### src/rtl/core/assert_macros.svh
// Assertion macros for the RTL files.
// Both expect signals named clk and rst_n in the module that uses them.
`ifndef ASSERT_MACROS_SVH
`define ASSERT_MACROS_SVH

// Consequent must hold in the same cycle as the antecedent.
`define PPD_ASSERT_IMP(label, ante, cons) \
  label: assert property (@(posedge clk) disable iff (!rst_n) (ante) |-> (cons)) \
    else $error("assertion failed: same-cycle implication");

// Consequent must hold in the cycle after the antecedent.
`define PPD_ASSERT_NXT(label, ante, cons) \
  label: assert property (@(posedge clk) disable iff (!rst_n) (ante) |=> (cons)) \
    else $error("assertion failed: next-cycle implication");

`endif

### src/rtl/core/ppd_pkg.sv
`default_nettype none
package ppd_pkg;

  // Fixed field widths of the item formats.
  localparam int COORD_WIDTH = 24;
  localparam int INDEX_WIDTH = 6;
  localparam int COUNT_WIDTH = 7;
  localparam int DIST_WIDTH  = 25;

  // Datapath widths derived from the coordinate width.
  localparam int DIFF_WIDTH = COORD_WIDTH + 1;
  localparam int MUL_WIDTH  = COORD_WIDTH + 3;
  localparam int PROD_WIDTH = 2 * MUL_WIDTH;
  localparam int ACC_WIDTH  = PROD_WIDTH + 1;
  localparam int SQRT_STEPS = (ACC_WIDTH + 1) / 2;

  // Defaults for the top-level parameters.
  localparam int DEF_MAX_VERTICES = 64;
  localparam int DEF_FRAC_BITS    = 16;

  // Command codes.
  localparam logic CMD_LOAD  = 1'b0;
  localparam logic CMD_QUERY = 1'b1;

  typedef struct packed {
    logic                          command;
    logic [INDEX_WIDTH-1:0]        vertex_index;
    logic                          new_polyline;
    logic signed [COORD_WIDTH-1:0] coord_x;
    logic signed [COORD_WIDTH-1:0] coord_y;
  } in_item_t;

  typedef struct packed {
    logic [DIST_WIDTH-1:0] distance;
    logic                  found;
  } out_item_t;

endpackage
`default_nettype wire

### src/rtl/core/ppd_sqrt.sv
`default_nettype none
module ppd_sqrt
  import ppd_pkg::*;
(
  input  wire logic                  clk,
  input  wire logic                  rst_n,
  input  wire logic                  start,
  input  wire logic [ACC_WIDTH-1:0]  radicand,
  output logic                       done,
  output logic [SQRT_STEPS-1:0]      root
);

  localparam int RadWidth = 2 * SQRT_STEPS;
  localparam int CntWidth = (SQRT_STEPS > 1) ? $clog2(SQRT_STEPS) : 1;

  logic [RadWidth-1:0]   rad_r, rad_nxt;
  logic [SQRT_STEPS:0]   rem_r, rem_nxt;
  logic [SQRT_STEPS-1:0] root_r, root_nxt;
  logic [CntWidth-1:0]   cnt_r, cnt_nxt;
  logic                  busy_r, busy_nxt;
  logic                  done_r, done_nxt;
  logic [SQRT_STEPS+2:0] rem_sh;
  logic [SQRT_STEPS+2:0] trial;
  logic                  ge;

  // One result bit per cycle: bring down two radicand bits and try the next root bit.
  assign rem_sh = {rem_r, rad_r[RadWidth-1 -: 2]};
  assign trial  = {1'b0, root_r, 2'b01};
  assign ge     = rem_sh >= trial;

  always_comb begin
    rad_nxt  = rad_r;
    rem_nxt  = rem_r;
    root_nxt = root_r;
    cnt_nxt  = cnt_r;
    busy_nxt = busy_r;
    done_nxt = 1'b0;
    if (start) begin
      rad_nxt  = RadWidth'(radicand);
      rem_nxt  = '0;
      root_nxt = '0;
      cnt_nxt  = '0;
      busy_nxt = 1'b1;
    end else if (busy_r) begin
      rad_nxt  = rad_r << 2;
      rem_nxt  = ge ? (SQRT_STEPS+1)'(rem_sh - trial) : rem_sh[SQRT_STEPS:0];
      root_nxt = {root_r[SQRT_STEPS-2:0], ge};
      cnt_nxt  = cnt_r + CntWidth'(1);
      if (cnt_r == CntWidth'(SQRT_STEPS - 1)) begin
        busy_nxt = 1'b0;
        done_nxt = 1'b1;
      end
    end
  end

  always_ff @(posedge clk) begin
    if (!rst_n) begin
      busy_r <= 1'b0;
      done_r <= 1'b0;
      cnt_r  <= '0;
    end else begin
      busy_r <= busy_nxt;
      done_r <= done_nxt;
      cnt_r  <= cnt_nxt;
    end
  end

  always_ff @(posedge clk) begin
    rad_r  <= rad_nxt;
    rem_r  <= rem_nxt;
    root_r <= root_nxt;
  end

  assign done = done_r;
  assign root = root_r;

endmodule
`default_nettype wire
### config.mk
export PLATFORM = sky130hd
export DESIGN_NAME = ppd_sqrt
export DESIGN_NICKNAME = d
export VERILOG_FILES = /design/src/rtl/core/assert_macros.svh /design/src/rtl/core/ppd_pkg.sv /design/src/rtl/core/ppd_sqrt.sv
export SDC_FILE = /design/constraint.sdc
export NUM_CORES = 1
export LEC_CHECK = 0
export BUFFER_PORTS_ARGS = -buffer_cell sky130_fd_sc_hd__buf_2
export CORE_AREA = 2 2 109 111
export CTS_CLUSTER_DIAMETER = 50
export DETAILED_ROUTE_END_ITERATION = 8
export DIE_AREA = 0 0 111 113
export PLACE_DENSITY = 0.83
export SYNTH_ARGS = -nofsm -noshare
export SYNTH_HDL_FRONTEND = slang
export SYNTH_SLANG_ARGS = --single-unit
### constraint.sdc
create_clock -name clk -period 3 [get_ports clk]
set_clock_uncertainty 0.15 [all_clocks]
set_input_delay 0.15 -clock clk [delete_from_list [all_inputs] [get_ports clk]]
set_output_delay 0.15 -clock clk [all_outputs]
set_load 0.01 [all_outputs]
==> metrics.md, run 1 <==
| Metric | Value |
|---|---|
| Outcome | `completed` |
| Number of antenna violations at the first check in global routing | `0` |
| Number of flops mapped to enable cells by yosys | `55` |
| Endpoint arrival time on the critical path | `2.98 ns` |
| Internal Power | `4.97 mW` |
| Top-level port count | `87` |
| Count leader, synth | `sky130_fd_sc_hd__nor2_1` |
| Pin count of the biggest net entering global routing | `a little under 80` |
| Switching power summed over all nets | `around 3 mW` |
| Syn Nets | `691` |
| Total Neg Setup Slack | `0 ns` |
| Kind of end point of the critical path | `flip-flop` |
| Min Clock Period, post-route | `2.88 ns` |
| Area taken by multi-input logic gates | `3360 um^2` |
| Leading cell types by count after synthesis | `sky130_fd_sc_hd__nor2_1 (73), sky130_fd_sc_hd__dfxtp_1 (65), sky130_fd_sc_hd__edfxtp_1 (55)` |
| Cell types occupying the most area after synthesis | `sky130_fd_sc_hd__edfxtp_1 (26%), sky130_fd_sc_hd__dfxtp_1 (20%), sky130_fd_sc_hd__mux2_2 (9.5%), sky130_fd_sc_hd__mux2i_1 (7.8%), sky130_fd_sc_hd__ha_1 (6.1%)` |
| Class of the tightest hold or removal check | `flip-flop to flip-flop` |
| Clock-pin slew on the worst setup and hold paths | `0.06 ns` |
| Peak supply drop | `0.739 mV` |
| Core outline area | `11300 um^2` |
| Power density over cell area | `between 900 and 1000 nW/um^2` |
| Count of antenna-violating nets left after detailed routing | `0` |
| Seq/Total Area, Yosys | `46.2%` |
| Die Height | `~110 um` |
| H-tree lvl count | `4` |
| TritonCTS clock tree | `yes` |
| Effective utilization at floorplan | `56.8%` |
| Maximum Capacitance Violations | `0` |
| Max-slew violation count | `0` |
| Clock tree sinks | `120` |
| Pin slew with the least headroom to its limit | `1.02 ns` |
| Buffers from clock root to sink, at most | `2` |
| Post-DP Area | `roughly 7000 um^2` |
| Area enclosed by the die boundary | `approximately 13000 um^2` |
| Wire length reported by the detailed router | `roughly 16000 um` |
| Flip-flop and latch area | `2960 um^2` |
| Net switching share of the total power | `between 30% and 40%` |
| Mean cell area of the mapped netlist | `10.6 um^2` |
| Number of standard-cell rows in the floorplan | `39` |
| Top cell type's share of synthesized area | `25.8%` |
| Global route overflow | `0` |
| Die W | `111 um` |
| Final core utilization | `between 70% and 80%` |
| Number of storage elements in the synthesis netlist | `120` |
| Sequential Power Share | `between 20% and 30%` |
| First-pass iteration count of the detailed router | `4` |
| Slew HR | `roughly 32%` |
| Critical Path Fanout Max | `8` |
| Total routing usage reported by global routing | `26.1%` |
| Fraction of synthesis flops using an asynchronous set or reset pin | `0%` |
| Post-route cell area | `8360 um^2` |
| Num CTS Buffers | `17` |
| Total half-perimeter wirelength after legalization and detailed placement | `approximately 9300 um` |
| Port bufs | `between 80 and 90` |
| Library cell with the largest summed area after synthesis | `sky130_fd_sc_hd__edfxtp_1` |
| Static leakage | `3.42 nW` |
| Final-layout fill cell count | `710` |
| Via count of the first global-routing pass | `5414` |
| Primary FF master, synth | `sky130_fd_sc_hd__dfxtp_1` |
| Relative contribution of the clock network to total power | `23.7%` |
| Number of nets in the finished design | `845` |
| Routed length per instance | `17.9 um` |
| Combinational fraction of design power | `50.2%` |
| Share of cells above drive strength 1 | `between 30% and 40%` |
| # DRC | `0` |
| Final antenna diode count | `0` |
| Area growth syn-to-layout | `30.7%` |
| Latest clock arrival within the worst-skew pair | `0.42 ns` |
| Share of the cycle needed by the critical path after routing | `95.9%` |
| Wire length of the first global-routing pass | `~26000 um` |
| Number of distinct library cells after synthesis | `59` |
| Via density | `~5.7` |
| Final setup violation count | `0` |
| Buffer cell driving the clock tree root | `sky130_fd_sc_hd__clkbuf_16` |
| Worst Path Class, Setup | `flip-flop to flip-flop` |
| Post-synthesis instance total | `602` |
| Highest achievable clock rate | `347 MHz` |
| CP required | `3.11 ns` |
| Total power | `7.96 mW` |
| Sort of element at the start of the critical path | `flip-flop` |
| Total via count in the routed design | `5179` |
| Gpl congestion | `0.887` |
| Number of design-rule violations left by the first detailed-router iteration | `about 300` |
| Yosys warnings | `0` |
| Final Hold Fails | `0` |
| Cell area after synthesis | `approximately 6400 um^2` |
| Final worst slack | `0.122 ns` |
| Setup Slack @ Placement | `0.0437 ns` |
## power groups by stage
stage	Combinational, mW	Clock, mW	Sequential, mW
after floorplan	2.67	0	2.05
after global placement	3.13	0	2.08
after detailed placement	3.22	0	2.09
after CTS	3.30	1.88	2.06
after global routing	4.29	1.98	2.10
final	3.99	1.88	2.08
## repair_timing
| action | 4_1_cts | 5_1_grt |
|---|---|---|
| endpoints found under the hold margin | 84 | 0 |
| hold buffers | 57 | 0 |
| setup endpoints to repair | 0 | 30 |
| resized for setup | 0 | 44 |
| setup buffers | 0 | 8 |
## metrics by stage
| stage | hold WS, ns | instances |
|---|---|---|
| after floorplan | 0.128 | 602 |
| after global placement | 0.227 | 814 |
| after detailed placement | 0.235 | 814 |
| after CTS | 0.330 | 903 |
| after global routing | 0.363 | 912 |
| final | 0.327 | 912 |
## cell families after synthesis
logic type	count (synthesis)	synth area share, %
simple gates	149	11.3
flops	120	46.2
compound gates	107	11.1
mux	104	17.3
buf+inv	64	4.38
fa+ha+maj	31	6.06
xor+xnor	27	3.70
## final timing paths
path                     startpoint                endpoint  slack (ns)  cells after the start
max           root[20]$_SDFFE_PP0P_  rem_r[23]$_SDFFE_PP0P_        0.12                     13
min          rem_r[27]$_SDFFE_PP0P_  rem_r[27]$_SDFFE_PP0P_        0.33                      2
max reg2reg   root[20]$_SDFFE_PP0P_  rem_r[23]$_SDFFE_PP0P_        0.12                     13
min reg2reg  rem_r[27]$_SDFFE_PP0P_  rem_r[27]$_SDFFE_PP0P_        0.33                      2
## worst max-delay path: stages, from the launching register on
cell and delay (ns):
sky130_fd_sc_hd__dfxtp_2 0.35, sky130_fd_sc_hd__inv_1 0.07, sky130_fd_sc_hd__ha_1 0.35, sky130_fd_sc_hd__nand3_1 0.16, sky130_fd_sc_hd__nor2_2 0.15, sky130_fd_sc_hd__nand3_2 0.11
sky130_fd_sc_hd__nor4_2 0.31, sky130_fd_sc_hd__a31oi_2 0.17, sky130_fd_sc_hd__nor2b_4 0.17, sky130_fd_sc_hd__o31ai_4 0.06, sky130_fd_sc_hd__buf_4 0.19, sky130_fd_sc_hd__buf_12 0.14
sky130_fd_sc_hd__mux2i_2 0.23, sky130_fd_sc_hd__a211oi_2 0.09
## cell usage in the layout (no fill, tap or decap), drive strengths merged, types with 3 or more instances in the layout
| cell type | synthesis | routed |
|---|---|---|
| dfxtp | 65 | 65 |
| clkinvlp | 0 | 4 |
| nor2b | 4 | 4 |
| buf | 6 | 103 |
| nand2 | 28 | 28 |
| nor2 | 74 | 74 |
| nor3 | 7 | 7 |
| mux2i | 50 | 50 |
| clkinv | 0 | 7 |
| edfxtp | 55 | 55 |
| a211oi | 20 | 20 |
| mux2 | 54 | 54 |
| nand4 | 6 | 6 |
| o21ai | 24 | 24 |
| o211ai | 4 | 4 |
| clkbuf | 20 | 20 |
| nand2b | 5 | 5 |
| a21oi | 32 | 32 |
| o31ai | 3 | 3 |
| and2 | 4 | 4 |
| xnor2 | 15 | 15 |
| inv | 38 | 40 |
| a21o | 5 | 5 |
| o21a | 3 | 3 |
| nand3 | 7 | 7 |
| xor2 | 12 | 12 |
| dlygate4sd3 | 0 | 57 |
| ha | 31 | 31 |
## sequential cells by signal, summed over array words and instances, names as in the netlist
signal / flops
busy_r: 1
cnt_r: 5
done: 1
rad_r: 56
rem_r: 29
root: 28
## area by class of cell
type                            count  share of cell area (%)
Inverter                           38                    1.71
Sequential cell                   120                    35.4
Timing Repair Buffer              161                    14.1
Clock inverter                     13                    1.20
Clock buffer                       19                    5.30
Tap cell                          143                    2.14
Multi-Input combinational cell    418                    40.2
## metal layers
| layer | global-route usage, % | up-vias | part of all wire (%) |
|---|---|---|---|
| met1 | 29.9 | 2462 | 40 |
| met4 | 8.83 | 0 | 2.9 |
| li1 | - | 2476 | - |
| met3 | 8.03 | 46 | 6.2 |
| met2 | 46.4 | 195 | 51 |
| met5 | 0 | - | 0 |
Note: power is estimated with default switching activity, not from simulation.
==> run 2, diff against run 1 <==
==> config.mk (replaced) <==
export PLATFORM = sky130hd
export DESIGN_NAME = ppd_sqrt
export DESIGN_NICKNAME = d
export VERILOG_FILES = /design/src/rtl/core/assert_macros.svh /design/src/rtl/core/ppd_pkg.sv /design/src/rtl/core/ppd_sqrt.sv
export SDC_FILE = /design/constraint.sdc
export NUM_CORES = 1
export LEC_CHECK = 0
export ABC_AREA = 1
export BUFFER_PORTS_ARGS = -buffer_cell sky130_fd_sc_hd__buf_4
export CORE_AREA = 2 2 111 113
export CTS_CLUSTER_DIAMETER = 50
export DETAILED_ROUTE_END_ITERATION = 8
export DIE_AREA = 0 0 113 115
export PLACE_DENSITY = 0.85
export SYNTH_ARGS = -nofsm -noshare
export SYNTH_HDL_FRONTEND = slang
export SYNTH_SLANG_ARGS = --single-unit
==> run 2 against run 1 <==
Net effect:
- the flow now finishes with violations (DRC)
- non-clock buffer count down 8
- first-iteration DRC count up 67%
- global-route usage up 5.6 points
- combinational power up 48%
- via count up 32%
- worst setup slack better by 0.19 ns
- critical path depth unchanged
- hold slack worse by 0.0023 ns
- synthesized cell count up 59%
- sequential power up 2%
- highest routed layer unchanged
- largest power group unchanged
==> metrics.md, run 2 <==
| Metric | Value |
|---|---|
| Outcome | `complete, but fails checks` |
| Violated checks | `DRC` |
| Endpoint arrival time on the critical path | `2.85 ns` |
| Internal Power | `slightly above 5 mW` |
| Sort of element at the start of the critical path | `flip-flop` |
| Via density | `5.42` |
| Number of standard-cell rows in the floorplan | `40` |
| Syn Nets | `approximately 1.0k` |
| Primary FF master, synth | `sky130_fd_sc_hd__dfxtp_1` |
| Class of the tightest hold or removal check | `flip-flop to flip-flop` |
| Switching power summed over all nets | `4.86 mW` |
| Post-route cell area | `8760 um^2` |
| Pin count of the biggest net entering global routing | `57` |
| Count of antenna-violating nets left after detailed routing | `0` |
| Net switching share of the total power | `roughly half` |
| Critical-path cell list | `inv_1, ha_1, a21oi_1, nand2_1, nand2_1, nand2_1, a21oi_1, nand3_4, buf_4, nand2_4, nor2_1, nor2_1, nor2_1` |
| Die Height | `around 120 um` |
| H-tree lvl count | `4` |
| Share of cells above drive strength 1 | `12.9%` |
| Clock tree sinks | `120` |
| Area growth syn-to-layout | `28.3%` |
| Library cell with the largest summed area after synthesis | `sky130_fd_sc_hd__edfxtp_1` |
| Number of storage elements in the synthesis netlist | `120` |
| Cell types occupying the most area after synthesis | `sky130_fd_sc_hd__edfxtp_1 (24%), sky130_fd_sc_hd__nand2_1 (22%), sky130_fd_sc_hd__dfxtp_1 (19%), sky130_fd_sc_hd__inv_1 (6.7%), sky130_fd_sc_hd__ha_1 (5.7%)` |
| Via count of the first global-routing pass | `between 6k and 7k` |
| Dominant combinational cell family by area after synthesis | `simple AND/OR/NAND/NOR gates` |
| CP required | `3.17 ns` |
| Effective utilization at floorplan | `57.8%` |
| Port bufs | `86` |
| TritonCTS clock tree | `yes` |
| Wire length of the first global-routing pass | `32000 um` |
| Total via count in the routed design | `6855` |
| Max reg flops | `56` |
| Worst Path Class, Setup | `flip-flop to flip-flop` |
| Pin slew with the least headroom to its limit | `0.713 ns` |
| Setup repair after global routing missed its margin | `false` |
| Leading cell types by count after synthesis | `sky130_fd_sc_hd__nand2_1 (392), sky130_fd_sc_hd__inv_1 (121), sky130_fd_sc_hd__nor2_1 (73)` |
| Post-cts sizing count | `0` |
| Combinational fraction of design power | `59.2%` |
| Top-level port count | `87` |
| Number of design-rule violations left by the first detailed-router iteration | `496` |
| Post-synthesis share of cell area spent on and, or, nand and nor gates | `32.0%` |
| Count leader, synth | `sky130_fd_sc_hd__nand2_1` |
| Max-slew violation count | `0` |
| Latest clock arrival within the worst-skew pair | `0.44 ns` |
| Top cell type's share of synthesized area | `24.2%` |
| Slew HR | `52.0%` |
| Share of the synthesized netlist area taken by xor and xnor gates | `1.80%` |
| Total routing usage reported by global routing | `31.6%` |
| # DRC | `6` |
| Critical Path Fanout Max | `26` |
| Total power | `9.94 mW` |
| Final core utilization | `74.2%` |
| Highest achievable clock rate | `373 MHz` |
| Leading cell type in the layout, fill and taps excluded | `sky130_fd_sc_hd__nand2_1` |
| Register with the most flip-flops | `rad_r` |
| Buffer cell driving the clock tree root | `sky130_fd_sc_hd__clkbuf_16` |
| Cell area after synthesis | `6830 um^2` |
| Fraction of the mapped netlist area in adder cells | `under 10%` |
| Maximum Capacitance Violations | `0` |
| Wire length reported by the detailed router | `20200 um` |
| Routed length per instance | `16.0 um` |
| Min Clock Period, post-route | `2.68 ns` |
| Static leakage | `about 4.4 nW` |
| Multiplexer share of the synthesized area | `0%` |
| Compound-cell area share of the yosys netlist | `8.62%` |
| Critical path's largest stage delay | `0.37 ns` |
| Final-layout fill cell count | `868` |
| Leading cell types in the layout, fill and taps excluded | `sky130_fd_sc_hd__nand2_1 (392), sky130_fd_sc_hd__inv_1 (120), sky130_fd_sc_hd__buf_4 (94)` |
| Clock-pin slew on the worst setup and hold paths | `roughly 0.06 ns` |
| Setup Slack @ Placement | `0.361 ns` |
| Final setup violation count | `0` |
| Number of antenna violations at the first check in global routing | `1` |
| Setup Fix Bufs, Post-CTS | `0` |
| Seq/Total Area, Yosys | `43.3%` |
| Area enclosed by the die boundary | `roughly 13000 um^2` |
| Final Hold Fails | `0` |
| Gpl congestion | `between 1 and 1.5` |
| Number of nets in the finished design | `~1.2k` |
| Kind of end point of the critical path | `flip-flop` |
| Relative contribution of the clock network to total power | `19.4%` |
| Buffers from clock root to sink, at most | `2` |
| Global route overflow | `0` |
| Post-DP Area | `approximately 7600 um^2` |
| Peak supply drop | `0.619 mV` |
| Core outline area | `11800 um^2` |
| Num CTS Buffers | `17` |
| Fraction of synthesis flops using an asynchronous set or reset pin | `0%` |
| Share of the cycle needed by the critical path after routing | `89.5%` |
| Mean cell area of the mapped netlist | `approximately 7.1 um^2` |
| First-pass iteration count of the detailed router | `9` |
| Post-synthesis instance total | `960` |
| Sequential Power Share | `a little over a fifth` |
| Total Neg Setup Slack | `0 ns` |
| Total half-perimeter wirelength after legalization and detailed placement | `12200 um` |
| Power density over cell area | `1140 nW/um^2` |
| Number of distinct library cells after synthesis | `36` |
| Number of buffers inserted by hold repair at cts | `57` |
| Die W | `113 um` |
| Slowest library cell on the worst path | `sky130_fd_sc_hd__ha_1` |
| Final worst slack | `0.316 ns` |
| Yosys warnings | `0` |
| Number of flops mapped to enable cells by yosys | `55` |
run 2: layout make-up:
class,count,area [um^2],share of cell area (%)
clock inverters,15,129,1.47
diodes,1,2.50,0.0286
clock buffers,17,425,4.86
repair buffers,153,1320,15.0
flip-flops and latches,120,2950,33.7
inverters,124,465,5.31
well taps,147,184,2.10
multi-input cells,688,3280,37.5
run 2: path summary, 6_finish.rpt:
path,cells after the start,start,endpoint,slack (ns)
setup / recovery,13,root[24]$_SDFFE_PP0P_,rem_r[25]$_SDFFE_PP0P_,0.32
hold reg to reg,2,rem_r[2]$_SDFFE_PP0P_,rem_r[2]$_SDFFE_PP0P_,0.32
setup reg to reg,13,root[24]$_SDFFE_PP0P_,rem_r[25]$_SDFFE_PP0P_,0.32
hold / removal,2,rem_r[2]$_SDFFE_PP0P_,rem_r[2]$_SDFFE_PP0P_,0.32
run 2: critical path, delay by kind of cell, from the launching register on:
family | cells | cell delay, ns
buf+inv | 2 | 0.38
flops | 1 | 0.33
fa+ha+maj | 1 | 0.37
compound gates | 2 | 0.45
simple gates | 8 | 0.86
run 2: metrics by stage:
step           hold WS (ns)  cells
5_1_grt               0.330   1265
3_3_place_gp          0.248   1175
3_5_place_dp          0.256   1175
6_report              0.324   1265
4_1_cts               0.322   1264
2_1_floorplan         0.141    960
run 2: metal layers:
layer,global-route usage [%],share of wire (%)
met1,36.2,39
met2,56.5,50
met3,6.33,6.8
met4,15.6,3.9
met5,0,0
run 2: logic make-up after synthesis:
family,Yosys count
and+or+nand+nor,539
AOI/OAI and AO/OA,104
xor gates and xnor gates,14
DFF,120
buffers and inverters,152
adders and majority gates,31
run 2: power by group through the flow:
stage / registers, mW / logic (mW) / clock network (mW)
global placement: 2.14 / 5.65 / 0
finish: 2.13 / 5.89 / 1.93
detailed placement: 2.14 / 5.70 / 0
CTS: 2.12 / 5.80 / 1.92
global route: 2.15 / 6.65 / 2.01
floorplan: 2.10 / 4.50 / 0
